$ cat src/rtl/ttc_pkg.sv
package ttc_pkg;

  localparam int VERTEX_DEPTH_DEF = 1024;
  localparam int OUT_ONE          = 16384;

  typedef enum logic [4:0] {
    S_IDLE,
    S_RD_A,
    S_RD_B,
    S_RD_C,
    S_LATCH,
    S_DET1,
    S_DET2,
    S_NUM1,
    S_NUM2,
    S_NUMSUB,
    S_CHECK,
    S_NORM,
    S_SQ,
    S_SQRT,
    S_DIV_INIT,
    S_DIV,
    S_DIV_DONE,
    S_OUT
  } state_t;

  typedef enum logic [1:0] {
    OP_LOAD = 2'd0,
    OP_TRI  = 2'd1
  } op_t;

endpackage

$ cat src/rtl/ttc_isqrt.sv
module ttc_isqrt import ttc_pkg::*; (
  input  logic        clk,
  input  logic        rst,
  input  logic        start,
  input  logic [63:0] val,
  output logic        done,
  output logic [31:0] root
);

  logic [63:0] rem;
  logic [63:0] res;
  logic [63:0] bitv;
  logic        busy;
  logic [64:0] trial;

  assign trial = {1'b0, res} + {1'b0, bitv};
  assign root  = res[31:0];

  always_ff @(posedge clk) begin
    if (rst) begin
      busy <= 1'b0;
      done <= 1'b0;
    end else begin
      done <= 1'b0;
      if (start) begin
        busy <= 1'b1;
        rem  <= val;
        res  <= '0;
        bitv <= 64'h4000_0000_0000_0000;
      end else if (busy) begin
        if ({1'b0, rem} >= trial) begin
          rem <= rem - trial[63:0];
          res <= (res >> 1) + bitv;
        end else begin
          res <= res >> 1;
        end
        bitv <= bitv >> 2;
        if (bitv == 64'd1) begin
          busy <= 1'b0;
          done <= 1'b1;
        end
      end
    end
  end

endmodule

$ cat config.mk
export PLATFORM = sky130hd
export DESIGN_NAME = ttc_isqrt
export DESIGN_NICKNAME = d
export VERILOG_FILES = /design/src/rtl/ttc_pkg.sv /design/src/rtl/ttc_isqrt.sv
export SDC_FILE = /design/constraint.sdc
export NUM_CORES = 1
export LEC_CHECK = 0
export BUFFER_PORTS_ARGS = -buffer_cell sky130_fd_sc_hd__buf_2
export CAP_MARGIN = 20
export CELL_PAD_IN_SITES_DETAIL_PLACEMENT = 2
export CELL_PAD_IN_SITES_GLOBAL_PLACEMENT = 2
export CORE_MARGIN = 8
export CORE_UTILIZATION = 35
export DETAILED_ROUTE_END_ITERATION = 8
export GPL_TIMING_DRIVEN = 0
export PLACE_DENSITY = 0.89
export SLEW_MARGIN = 20
export SYNTH_ARGS = -nofsm -noshare
export SYNTH_HDL_FRONTEND = slang
export SYNTH_SLANG_ARGS = --single-unit
export TNS_END_PERCENT = 30
$ cat constraint.sdc
create_clock -name clk -period 8.2 [get_ports clk]
set_clock_uncertainty 0.05 [all_clocks]
set_input_delay 1.64 -clock clk [delete_from_list [all_inputs] [get_ports clk]]
set_output_delay 1.64 -clock clk [all_outputs]
set_load 0.005 [all_outputs]
-- Word level (Yosys, flattened, before mapping)
Index checks and enable logic that the tools add are counted.
- flip-flop bits (word level): 162
- magnitude comparators: 1
- add/subtract/negate cells: 3
- reductions and logical operators: 5
- eq/ne operators: 1
- mux-type cells: 10
- bitwise gates (word level): 2
- operator list (kind ; count):
    two-way mux 64 bit ; 5
    adder 64 x 63 -> 65 bit ; 1
    >= comparator 64 x 65 -> 1 bit ; 1
    adder 63 x 63 -> 64 bit ; 1
    subtractor 64 bit ; 1
    two-way mux 63 bit ; 1
    == test 32 x 1 -> 1 bit, second input constant ; 1
    two-way mux 1 bit ; 4
    nonzero test 2 bit ; 2
    AND reduction 3 bit ; 1
    OR reduction 3 bit ; 1
    NOT 1 bit ; 2
    AND reduction 2 bit ; 1

-- Logic depth before layout (Yosys ltp)
Gate-level depths: netlist of run 1.
- depth after elaboration: 5
- depth in mapped cells: 24
- gate-level depth less buffers: 21

-- Least setup slack after synthesis of run 1
No wires, ideal clock.
- path type: register to register
- start point: register res[2]
- end point: register rem[0], enable pin
- data arrival time: 7.783 ns
- required time: 7.642 ns
- buffers on the path: 3
- clock period less this slack: 8.341 ns
- stages on the path, launching flop included: 24
- path slack: -0.141 ns
- cell sequence: edfxtp_1 > ha_1 > a31o_2 > a31oi_1 > o21ai_0 > a21oi_1 > o21ai_0 > a31oi_1 > nand3b_1 > o31ai_1 > xnor2_1 > ha_1 > buf_2 > nand2_1 > o21bai_1 > a211oi_1 > o31a_1 > a211o_1 > a311oi_2 > o21a_1 > buf_2 > buf_2 > nand3_1 > a21oi_1
- longest elaborated chain between the ends: 4
- ends and longest elaborated chain (item ; RTL line ; text):
    from (decl) ; ttc_isqrt.sv:11 ; logic [63:0] res;
    from (signal assigned) ; ttc_isqrt.sv:33 ; res <= (res >> 1) + bitv;
    from (signal assigned) ; ttc_isqrt.sv:35 ; res <= res >> 1;
    adder 64 x 63 -> 65 bit ; ttc_isqrt.sv:16 ; assign trial = {1'b0, res} + {1'b0, bitv};
    >= comparator 64 x 65 -> 1 bit ; ttc_isqrt.sv:31 ; if ({1'b0, rem} >= trial) begin
    nonzero test 2 bit (no line) ; n/a ;
    AND reduction 3 bit (no line) ; n/a ;
    to (signal assigned) ; ttc_isqrt.sv:27 ; rem <= val;
    to (signal assigned) ; ttc_isqrt.sv:32 ; rem <= rem - trial[63:0];
    to (decl) ; ttc_isqrt.sv:10 ; logic [63:0] rem;
No other way between the ends.
A chain may end at the register's enable or synchronous reset.

-- Final worst setup path of run 1
- start point: register res[2]
- end point: register rem[50], enable pin
Same word-level chain as after synthesis.

==> results of run 1 <==
==> final cells by class <==
class	instances	share of cell area (%)
Tap cell	592	4.18
Timing Repair Buffer	107	3.95
Sequential cell	162	27.3
Clock inverter	13	0.741
Clock buffer	19	2.44
Multi-Input combinational cell	1505	56.9
Buffer	111	3.30
Inverter	57	1.21
==> per-layer routing <==
| layer | part of all wire, % | GRT usage (%) | vias up |
|---|---|---|---|
| met5 | 0.019 | 0 | - |
| met4 | 4.4 | 12.2 | 2 |
| li1 | - | - | 7198 |
| met2 | 50 | 46.1 | 591 |
| met1 | 40 | 29.9 | 8241 |
| met3 | 5.4 | 4.34 | 182 |
==> sequential cells by signal, indices dropped and copies added (netlist names) <==
register,cells
busy,1
done,1
rem,64
bitv,32
res,64
==> worst max path at each step <==
stage,from,end,slack (ps),cells after the start
3_5_place_dp,res[6],rem[58],450,25
4_1_cts,res[6],rem[58],350,25
3_3_place_gp,start,bitv[24],-2250,6
5_1_grt,res[2],rem[50],10,25
2_1_floorplan,start,bitv[0],1040,5
6_report,res[2],rem[50],300,25
==> cell usage in the layout (no fill, tap or decap), types with 15 or more instances in the layout <==
master / instances
sky130_fd_sc_hd__inv_1: 56
sky130_fd_sc_hd__o21a_1: 24
sky130_fd_sc_hd__xor2_1: 68
sky130_fd_sc_hd__clkbuf_16: 17
sky130_fd_sc_hd__buf_4: 33
sky130_fd_sc_hd__nand2_1: 183
sky130_fd_sc_hd__buf_2: 117
sky130_fd_sc_hd__a211oi_1: 42
sky130_fd_sc_hd__or3_1: 15
sky130_fd_sc_hd__nor2_1: 110
sky130_fd_sc_hd__nand3_1: 28
sky130_fd_sc_hd__nor2b_1: 43
sky130_fd_sc_hd__nand2b_1: 16
sky130_fd_sc_hd__a21oi_1: 158
sky130_fd_sc_hd__ha_1: 130
sky130_fd_sc_hd__xnor2_1: 71
sky130_fd_sc_hd__edfxtp_1: 160
sky130_fd_sc_hd__o21ai_0: 135
sky130_fd_sc_hd__nor3_1: 35
sky130_fd_sc_hd__a31o_2: 21
sky130_fd_sc_hd__o21bai_1: 32
sky130_fd_sc_hd__clkbuf_1: 53
sky130_fd_sc_hd__a31oi_1: 56
sky130_fd_sc_hd__o31ai_1: 24
sky130_fd_sc_hd__a21o_1: 32
sky130_fd_sc_hd__nor4_1: 18
sky130_fd_sc_hd__nand4_1: 51
==> timing repair <==
action | CTS | global route
resized for setup | 0 | 1
endpoints found under the setup margin | 0 | 15
hold buffers | 0 | 0
==> cell families (layout without fill, tap and decap cells) <==
kind of cell	after synthesis	after routing
AOI/OAI and AO/OA	652	652
xor gates and xnor gates	139	139
adders and majority gates	131	131
buffers and inverters	168	307
DFF	162	162
muxes	11	11
and+or+nand+nor	572	572
==> power by group through the flow <==
stage | Sequential (mW) | Combinational (mW) | Clock, mW
3_5_place_dp | 1.18 | 1.93 | 0
5_1_grt | 1.17 | 2.16 | 0.879
2_1_floorplan | 1.13 | 1.35 | 0
6_report | 1.16 | 2.00 | 0.855
4_1_cts | 1.16 | 1.97 | 0.855
3_3_place_gp | 1.18 | 1.79 | 0
==> per-stage QoR <==
step	TNS, ps	power, mW	std cells	area (um2)	setup slack, ps
after floorplan	0	2.48	1835	15700	1040
after global placement	-311040	2.97	2526	16900	-2250
after detailed placement	0	3.11	2534	17200	449
after CTS	0	3.99	2566	17700	350
after global routing	0	4.21	2566	17700	11.6
final	0	4.02	2566	17700	303
==> out/qor_table.md, run 1 <==
| Stage | Metric | This run |
| --- | --- | --- |
| status | Status | completed |
| yosys | Share of flip-flops with an asynchronous set or reset after synthesis | 0% |
| hold path | Worst Hold Path EP | done |
| sta | Period utilisation layout | 96.3% |
| routing | Remaining DRCs | 0 |
| clock tree | CTS tree | yes |
| yosys | Fraction of synthesized cell area taken by the top area cell type | 30.6% |
| sta | Max-slew headroom at the worst pin | 22.9% |
| grt | Total congestion overflow | 0 |
| pwr | Share of power burned in combinational logic | 49.8% |
| yosys | Largest family of logic cells by synthesized area | compound AO/OA/AOI/OAI gates |
| die | Chip Height | 228 um |
| worst setup path | Highest cell delay on the worst timing path | 670 ps |
| sta | Max Fclk | 127 MHz |
| placed design | Input/output buffers | 99 |
| yosys | Mux contribution to synthesized area | 0.773% |
| clock tree | Skew-Pair Late Insertion Delay | 490 ps |
| sta | Setup repair after global routing missed its margin | false |
| die | Floorplan die width | 228 um |
| die | Std cell rows | 77 |
| worst setup path | Crit path max-delay family | compound AO/OA/AOI/OAI gates |
| yosys | Mean post-synth cell area | 8.56 um2 |
| routing | Drt first pass iters | 5 |
| hold path | Worst hold path startpoint | busy |
| worst setup path | Data arrival, critical path | 8040 ps |
| yosys | Number of distinct library cells after synthesis | 81 |
| routing | Detail-routed net length per standard cell | 27.1 um |
| yosys | Synth Area in XOR/XNOR | 7.75% |
| pwr | Reported net switching power | 1.80 mW |
| clock tree | Post-CTS setup buffer count | 0 |
| yosys | Most instantiated cells after synthesis | sky130_fd_sc_hd__nand2_1 (183), sky130_fd_sc_hd__edfxtp_1 (160), sky130_fd_sc_hd__a21oi_1 (159) |
| worst setup path | Buffers and inverters on the worst path | 6 |
| yosys | Combined area of all synthesized cells | 15700 um2 |
| hold path | Cell depth of the worst min-delay path | 1 |
| worst setup path | Largest fanout on the critical path | 19 |
| yosys | Mapped Cells | 1835 |
| grt | GRT Resource Usage Total | 25.9% |
| worst setup path | Critical path required time | 8340 ps |
| placed design | Detailed placement HPWL | 53.4 mm |
| sta | Pin slew with the least headroom to its limit | 1160 ps |
| yosys | Number of synthesized register bits | 162 |
| worst setup path | Reg-to-reg critical path endpoint | rem[50] |
| grt | Maximum number of pins on one net before global-route repair | 29 |
| worst setup path | Kind of capture point of the worst setup path | flop |
| yosys | Main area contributors after synthesis | sky130_fd_sc_hd__edfxtp_1 (31%), sky130_fd_sc_hd__ha_1 (10%), sky130_fd_sc_hd__a21oi_1 (5.1%) |
| run | Max-capacitance violation count | 0 |
| grt | Global-route wire length before repair | 107 mm |
| clock tree | Clock transition at the registers of the reported paths | 80 ps |
| routing | Final Routed Wirelength | 69.5 mm |
| pwr | Net switching share of the total power | 44.8% |
| pwr | Pint | 2.22 mW |
| yosys | Number of nets produced by synthesis | 2033 |
| yosys | Synth Area in Compound Gates | 27.1% |
| yosys | Post-synthesis adder-cell area fraction | 10.5% |
| sta | Fin. max-slew vios | 0 |
| yosys | Number of enable flip-flop cells after synthesis | 160 |
| die | Initial standard-cell utilization of the core | 35.5% |
| pwr | Clock network fraction of design power | 21.2% |
| hold path | Worst hold path class | reg2reg |
| routing | Via count | 16200 |
| yosys | Simple-gate share of the synthesized area | 18.0% |
| cells and area | Sequential cell area in the final layout | 4840 um2 |
| pwr | Total power per unit cell area | 227 nW/um2 |
| grt | Initial antenna violation count | 1 |
| die | Placeable core region | 44200 um2 |
| yosys | Leading cell type by number of instances after synthesis | sky130_fd_sc_hd__nand2_1 |
| clock tree | H-tree levels | 4 |
| pwr | Standby leakage power | 6.66 nW |
| cells and area | Number of antenna cells inserted | 0 |
| yosys | Leading area contributor after synthesis | sky130_fd_sc_hd__edfxtp_1 |
| clock tree | Number of clock sinks | 162 |
| pwr | Maximum ir drop on the vdd rail | 0.000144 V |
| routing | Iteration-0 DRC Markers | 1135 |
| sta | Hold violation count in the final report | 0 |
| cells and area | Number of inserted filler cells in the final layout | 4910 |
| cells and area | Area added between synthesis and finish | 12.9% |
| grt | Vias in the first global route | 17800 |
| worst setup path | Startpoint of the most critical register-to-register path | res[2] |
| yosys | Count of warnings emitted by yosys | 0 |
| sta | Time the final worst path needs with I/O delays and setup | 7900 ps |
| cells and area | Number of nets in the layout | 2159 |
| clock tree | Clock tree root driver cell | sky130_fd_sc_hd__clkbuf_16 |
| pwr | Portion of total power attributed to sequential cells | 28.9% |
| cells and area | Share of cells above drive strength 1 | 12.3% |
| worst setup path | Worst setup path class | reg2reg |
| die | Area of the die | 51900 um2 |
| clock tree | Number of CTS-inserted buffers | 17 |
| worst setup path | Startpoint kind of the worst setup timing path | flop |
| placed design | Placer congestion estimate | 0.957 |
| sta | Final Hold Slack | 527 ps |
| routing | Number of routed nets with antenna violations | 0 |
| sta | Total setup violations reported at the end of the flow | 0 |
| routing | Via density per instance | 6.32 |
| die | IO Pins | 100 |
| yosys | Share of synthesized area occupied by flip-flops and latches | 30.9% |
| worst setup path | Worst reg-to-reg path cell count | 25 |
| cells and area | Area used by multi-input combinational logic | 10100 um2 |
| clock tree | Number of buffers on the longest clock path | 2 |
| yosys | Most common flop cell mapped by yosys | sky130_fd_sc_hd__edfxtp_1 |
| worst setup path | Critical Path Slowest Stage Cell | sky130_fd_sc_hd__o21ai_0 |
| worst setup path | R2r setup slk | 300 ps |
| cells and area | Core utilization of the finished layout | 40.1% |
Power figures use the tool's default switching activity.
==> run 2, diff against run 1 <==
--- a/config.mk
+++ b/config.mk
@@ -14,6 +14,7 @@
 export DETAILED_ROUTE_END_ITERATION = 8
 export GPL_TIMING_DRIVEN = 0
 export PLACE_DENSITY = 0.89
+export REMOVE_ABC_BUFFERS = 1
 export SLEW_MARGIN = 20
 export SYNTH_ARGS = -nofsm -noshare
 export SYNTH_HDL_FRONTEND = slang
==> run 2 against run 1 <==
Compared with the run above:
- sequential power about the same
- routed wire length shrank 6.4%
- non-clock buffer count down 104
- worst setup slack improved by 200 ps
- worst hold slack better by 60 ps
- utilization is 1.0 points lower
- critical endpoint is now rem[17]
- largest power group unchanged
- highest routed layer is now met4
==> out/qor_table.md, run 2 (synthesis gave the netlist of run 1 again) <==
| Stage | Metric | This run |
| --- | --- | --- |
| grt | Maximum number of pins on one net before global-route repair | 125 |
| die | Chip Height | 228 um |
| die | Area of the die | 51900 um2 |
| sta | Fin. max-slew vios | 0 |
| grt | Total congestion overflow | 0 |
| worst setup path | Worst setup path class | reg2reg |
| grt | GRT Resource Usage Total | 24.2% |
| die | Floorplan die width | 228 um |
| sta | Total setup violations reported at the end of the flow | 0 |
| routing | Via count | 15600 |
| worst setup path | Launch point of the critical path | res[2] |
| sta | Setup repair after global routing missed its margin | false |
| worst setup path | Destination of the critical timing path | rem[17] |
| hold path | Worst hold path class | reg2reg |
| cells and area | Number of antenna cells inserted | 0 |
| pwr | Maximum ir drop on the vdd rail | 0.000185 V |
| status | Status | completed |
| clock tree | Number of CTS-inserted buffers | 17 |
| clock tree | Hold buffer count at CTS | 0 |
| placed design | Placer congestion estimate | 0.919 |
| grt | Initial antenna violation count | 0 |
| worst setup path | Kind of capture point of the worst setup path | flop |
| routing | Final Routed Wirelength | 65.0 mm |
| die | IO Pins | 100 |
| clock tree | Post-CTS sizing | 0 |
| sta | Hold violation count in the final report | 0 |
| worst setup path | R2r setup slk | 500 ps |
| cells and area | Post-Layout Inst Area | 17300 um2 |
| routing | Number of routed nets with antenna violations | 0 |
| worst setup path | Data arrival, critical path | 7830 ps |
| die | Placeable core region | 44200 um2 |
| worst setup path | Startpoint kind of the worst setup timing path | flop |
| placed design | Detailed placement HPWL | 48.6 mm |
| routing | Iteration-0 DRC Markers | 1243 |
| sta | Period utilisation layout | 93.9% |
| placed design | Placed Area | 16700 um2 |
| clock tree | H-tree levels | 4 |
| sta | Max-slew headroom at the worst pin | 31.2% |
| worst setup path | Reg-to-reg critical path endpoint | rem[17] |
| sta | Max Fclk | 130 MHz |
| worst setup path | Largest fanout on the critical path | 23 |
| pwr | Total power per unit cell area | 228 nW/um2 |
| clock tree | Clock transition at the registers of the reported paths | 80 ps |
| routing | Detail-routed net length per standard cell | 26.4 um |
| cells and area | Number of inserted filler cells in the final layout | 4853 |
| die | Initial standard-cell utilization of the core | 35.5% |
| cells and area | Area added between synthesis and finish | 10.0% |
| cells and area | Largest registers | rem: 64 flops, res: 64 flops, bitv: 32 flops |
| cells and area | Share of cells above drive strength 1 | 10.9% |
| sta | Time the final worst path needs with I/O delays and setup | 7700 ps |
| die | Std cell rows | 77 |
| cells and area | Core utilization of the finished layout | 39.1% |
| worst setup path | Worst reg-to-reg path cell count | 22 |
| routing | Via density per instance | 6.35 |
| clock tree | Post-CTS setup buffer count | 0 |
| run | Max-capacitance violation count | 0 |
| placed design | Input/output buffers | 99 |
| worst setup path | Critical-path cell list | ha_1 > a31o_2 > a31oi_1 > o21ai_0 > a21oi_1 > o21ai_0 > a31oi_1 > nand3b_1 > o21ai_0 > xnor2_1 > ha_1 > nand2_1 > o21ai_1 > a211oi_1 > o31a_1 > a211o_1 > a311oi_2 > o21a_2 > nand3_1 > a21oi_4 > buf_8 > buf_16 |
| pwr | Standby leakage power | 6.41 nW |
| clock tree | Clock tree root driver cell | sky130_fd_sc_hd__clkbuf_16 |
| worst setup path | Highest cell delay on the worst timing path | 620 ps |
| cells and area | Number of nets in the layout | 2055 |
| cells and area | Most frequent standard cell in the layout excluding fill and tap cells | sky130_fd_sc_hd__nand2_1 |
| routing | Remaining DRCs | 0 |
| clock tree | Number of buffers on the longest clock path | 2 |
| worst setup path | Most prevalent standard cell on the critical path | sky130_fd_sc_hd__o21ai_0 |
| clock tree | Number of clock sinks | 162 |
| worst setup path | Startpoint of the most critical register-to-register path | res[2] |
| sta | Pin slew with the least headroom to its limit | 1030 ps |
| worst setup path | Critical path required time | 8330 ps |
| cells and area | Number of standard cells in the layout, taps in and fillers out | 2462 |
| grt | Vias in the first global route | 17000 |
| grt | Global-route wire length before repair | 101 mm |
| placed design | Post-placement cell count | 2430 |
| worst setup path | Critical Path Slowest Stage Cell | sky130_fd_sc_hd__o21ai_0 |
| clock tree | CTS tree | yes |
| cells and area | Most frequent cells in the layout | sky130_fd_sc_hd__nand2_1 (183), sky130_fd_sc_hd__edfxtp_1 (160), sky130_fd_sc_hd__a21oi_1 (158), sky130_fd_sc_hd__o21ai_0 (135), sky130_fd_sc_hd__ha_1 (130) |
| routing | Drt first pass iters | 5 |
| clock tree | Skew-Pair Late Insertion Delay | 490 ps |
run 2: cell count changes in the layout (fill, tap and decap cells not counted), sizes merged:
cell    change
inv         +3
buf        -53
clkinv      +1
bufinv      -2
clkbuf     -53
run 2: worst max-delay path: cells and delay by family, from the launching register on:
| family | cells | cell delay (ps) |
|---|---|---|
| DFF | 1 | 500 |
| xor gates and xnor gates | 1 | 150 |
| adders and majority gates | 2 | 860 |
| and+or+nand+nor | 3 | 620 |
| buffers and inverters | 2 | 430 |
| AOI/OAI and AO/OA | 14 | 4760 |
run 2: final cells by class:
class | count | area, um2 | area share, %
flip-flops and latches | 162 | 4840 | 28.0
clock buffers | 17 | 425 | 2.46
clock inverters | 15 | 121 | 0.702
repair buffers | 114 | 836 | 4.84
well taps | 592 | 741 | 4.29
inverters | 57 | 215 | 1.25
multi-input cells | 1505 | 10100 | 58.4
run 2: how the worst min path moves through the flow:
stage | start | slack (ps) | to | depth (start not counted)
floorplan | busy | 430 | done | 1
global placement | busy | 470 | busy | 2
detailed placement | busy | 550 | done | 1
CTS | busy | 570 | done | 1
global route | busy | 580 | done | 1
finish | busy | 590 | done | 1
run 2: per-layer routing:
| metal | vias to the layer above | GRT usage (%) | routed length [um] |
|---|---|---|---|
| met5 | - | 0 | 0 |
| met4 | 0 | 11.9 | 2840 |
| met3 | 143 | 2.77 | 2930 |
| met2 | 488 | 41.3 | 31600 |
| met1 | 7992 | 29.9 | 27600 |
| li1 | 7001 | - | - |
run 2: per-stage QoR:
step / hold slack [ps] / power [mW] / setup slack (ps) / TNS [ps]
2_1_floorplan: 435 / 2.42 / -584 / -37400
3_3_place_gp: 475 / 2.87 / -5030 / -628880
3_5_place_dp: 548 / 3.06 / 661 / 0
4_1_cts: 573 / 3.91 / 587 / 0
5_1_grt: 580 / 4.13 / 213 / 0
6_report: 586 / 3.94 / 501 / 0
run 2: power by group:
group	internal (mW)	switching [mW]	leakage, nW
Combinational	0.718	1.24	4.57
Sequential	1.05	0.121	1.57
Clock	0.395	0.416	0.271
